## config.mk

```make
export PLATFORM = sky130hd
export DESIGN_NAME = rwbc_ram
export DESIGN_NICKNAME = d
export VERILOG_FILES = /design/src/sv/assert_macros.svh /design/src/sv/rwbc_ram.sv
export SDC_FILE = /design/constraint.sdc
export NUM_CORES = 1
export LEC_CHECK = 0
export BUFFER_PORTS_ARGS = -buffer_cell sky130_fd_sc_hd__buf_2
export CAP_MARGIN = 25
export CORE_ASPECT_RATIO = 0.8
export CORE_MARGIN = 2
export CORE_UTILIZATION = 39
export DETAILED_ROUTE_END_ITERATION = 16
export GPL_TIMING_DRIVEN = 0
export PLACE_DENSITY_LB_ADDON = 0.05
export SLEW_MARGIN = 20
export SYNTH_ARGS = -nofsm -noshare
export SYNTH_HDL_FRONTEND = slang
export SYNTH_SLANG_ARGS = --single-unit
```

## constraint.sdc

```tcl
create_clock -name clk -period 1.94 [get_ports clk]
set_input_delay 0.291 -clock clk [delete_from_list [all_inputs] [get_ports clk]]
set_output_delay 0.291 -clock clk [all_outputs]
set_load 0.03 [all_outputs]
```

## src/sv/assert_macros.svh

```systemverilog
// Assertion macros for the RTL, included by the reach-count block.
`ifndef ASSERT_MACROS_SVH
`define ASSERT_MACROS_SVH

// Clocked implication check, disabled while reset is asserted
`define ASSERT_CLK(label, clk, rst_n, prop, msg) \
	label: assert property (@(posedge clk) disable iff (!rst_n) prop) else $error(msg);

// Check that holds at every clock edge, reset included
`define ASSERT_ALWAYS(label, clk, prop, msg) \
	label: assert property (@(posedge clk) prop) else $error(msg);

`endif

```

## src/sv/rwbc_ram.sv

```systemverilog
// Simple dual-port synchronous RAM, one write and one registered read per cycle.
module rwbc_ram #(
	parameter int WIDTH = 8,
	parameter int DEPTH = 64,
	parameter int AW    = 6
) (
	input  logic             clk,
	input  logic             we,
	input  logic [AW-1:0]    waddr,
	input  logic [WIDTH-1:0] wdata,
	input  logic [AW-1:0]    raddr,
	output logic [WIDTH-1:0] rdata
);

	logic [WIDTH-1:0] mem [DEPTH];

	// write port
	always_ff @(posedge clk) begin
		if (we) begin
			mem[waddr] <= wdata;
		end
	end

	// read port, registered
	always_ff @(posedge clk) begin
		rdata <= mem[raddr];
	end

endmodule

```

==> results.md <==
- Via count: 9,774
- Fin. max-slew vios: 0
- Worst hold slack: 0.216 ns
- Final period utilization: 108%
- Dpl hpwl: 33,800 um
- Worst-path clk slew: 0.06 ns
- Critical Path AT: 2.32 ns
- Cell area after synthesis: 20,200 sq um
- Iteration-0 DRC Markers: 1,036
- Syn Inst Count: 940
- Main synth FF type: edfxtp_1
- IR drop worst, VDD: 0.000590 V
- CP required: 2.16 ns
- Final Setup Violations: 67
- Critical setup path kind: input port to register
- FF+latch count, synth: 520
- Starting Density: 39.5%
- Synth-to-layout area growth: 16.8%
- Pre-CTS setup slack: -1.19 ns
- Commonest non-fill, non-tap cell in the layout: edfxtp_1
- Pin count of the biggest net entering global routing: 65
- Crit-path leading delay family: simple AND/OR/NAND/NOR gates
- Max clock buf depth: 3
- Power Density: 1040 nW/um^2
- Post-synth cell types: 40
- Die Width: 258 um
- Max cap viols: 0
- Num CTS Buffers: 53
- Sink Count: 520
- Nets: 1,047
- DR WL/cell: 30.2 um
- Minimum clock period: 2.10 ns
- # rows: 74
- First-pass detailed-route iteration total: 5
- Total power: 0.0244 W
- PnR worst setup slack: -0.163 ns
- CP cell instances: clkbuf_1 -> nand4_1 -> nor2_1
- Die height: 207 um
- Clock Latency Late Sink: 0.60 ns
- Final hold violation count: 0
- Ys Warns: 0
- First-pass GRT wire length: 75,600 um
- Die area: 53,600 sq um
- Mapped Nets: 962
- CTS tree: yes
- Total grt overflow: 0
- Post-synth EDFFs: 512
- Routability Congestion: 0.778
- Share of cells above drive strength 1: 34.8%
- Root Buffer: clkbuf_16
- Antenna violations before repair: 4
- Clock Skew: 0.0109 ns
- Placed Cells incl. Taps: 1,651
- Sequential-to-total area share from yosys stat: 77.0%
- Max incr delay on CP: 0.93 ns
- Final ANT Viol Nets: 0
- CP bufs+invs: 1
- Worst-Margin Slew: 0.975 ns
- Status: finished with violations
- H-tree depth: 2
- Routed wire length: 53,000 um
- Layout Cells excl Fill: 1,754
- Port Buffer Count: 21
- Tot GR Track Use: 20.2%
- RSZ-0062 raised after global routing: yes
- IO Pins: 30
- CP max FO: 10
- Failing checks: negative setup slack
- Leak: 7.26 nW
- Commonest cells after routing, fill and taps aside: 512 x edfxtp_1, 126 x mux4_2, 55 x clkbuf_16, 40 x nor2_2, 32 x nor2_1
- Core area: 51,100 sq um
- FFs w/ async S/R, synth: 0%
- Relative slew slack: 34.8%
- Vias in the first global route: 10,000
- Drc violations: 0
- Avg Inst Size Synth: 21.5 sq um
- Fmax: 475 MHz
- Hold WC Path Type: input port to register
- Vias per inst: 5.57
- Critical path startpoint category: input port
- Crit path capture type: register
- Slowest cell on crit path: nor2_1
[synthesized netlist by cell type, types with 11 or more instances]
cell	count	area, sq um
mux4_2	126	2840
mux2i_1	23	230
buf_2	11	55.1
edfxtp_1	512	15400
mux2_2	13	146
clkbuf_1	17	63.8
buf_4	13	97.6
nand3_1	13	65.1
nand2_1	19	71.3
nor2_1	83	312
nor2b_1	14	87.6
[power by group]
part	leakage (nW)	switching (W)	internal, W
combinational	1.71	0.000940	0.000508
sequential	4.67	0.0000194	0.0124
clock	0.870	0.00433	0.00622
[per-stage QoR]
step | instance area, sq um | utilization [%] | TNS [ns]
CTS | 23400 | 45.7 | -7.56
global placement | 21100 | 41.3 | -296.07
finish | 23600 | 46.1 | -4.43
floorplan | 20200 | - | 0
detailed placement | 21200 | 41.6 | -308.82
global route | 23600 | 46.1 | -6.59
[timing repair]
action,in CTS,in global routing
hold buffers,1,0
hold endpoints to repair,4,0
pin swaps,6,2
gates resized for setup,85,47
setup buffers,0,2
endpoints found under the setup margin,200,222
[worst register-to-register path, delay by kind of cell (launching register included)]
family | cells | cell delay [ns]
muxes | 2 | 1.09
and+or+nand+nor | 2 | 0.26
AOI/OAI and AO/OA | 1 | 0.20
DFF | 1 | 0.37
[layer usage]
layer  global-route usage [%]  vias up  wire [um]
li1                         -     4126          -
met1                     30.6     5249      25100
met2                     28.3      315      22800
met3                     5.21       80       3690
met4                     7.12        4       1440
met5                        0        -         28
[kinds of logic (layout without fill, tap and decap cells)]
group | Yosys count | in the layout | synth area share (%)
other | 0 | 2 | 0
buffers and inverters | 51 | 179 | 1.57
and+or+nand+nor | 153 | 153 | 3.39
muxes | 162 | 162 | 15.9
AOI/OAI and AO/OA | 54 | 54 | 2.07
DFF | 520 | 520 | 77.0
[registers in the layout, summed over array words and instances, names as in the netlist]
signal  flops
mem       512
rdata       8
[cell type report]
class,instances,area (sq um)
fill,4377,27600
multi-input combinational,369,4760
timing repair buffer,31,236
antenna,2,5.00
clock buffer,62,1400
buffer,50,387
sequential,520,15500
tap,684,856
clock inverter,36,380
[final timing paths]
kind,from,end,slack [ns],cells after the start
min reg2reg,mem[2][7],rdata[7],0.94,4
max,waddr[2],mem[39][7],-0.16,3
min,raddr[5],rdata[5],0.22,2
max reg2reg,mem[4][0],rdata[0],-0.12,5
No activity file was read; power rests on OpenSTA's default activity.
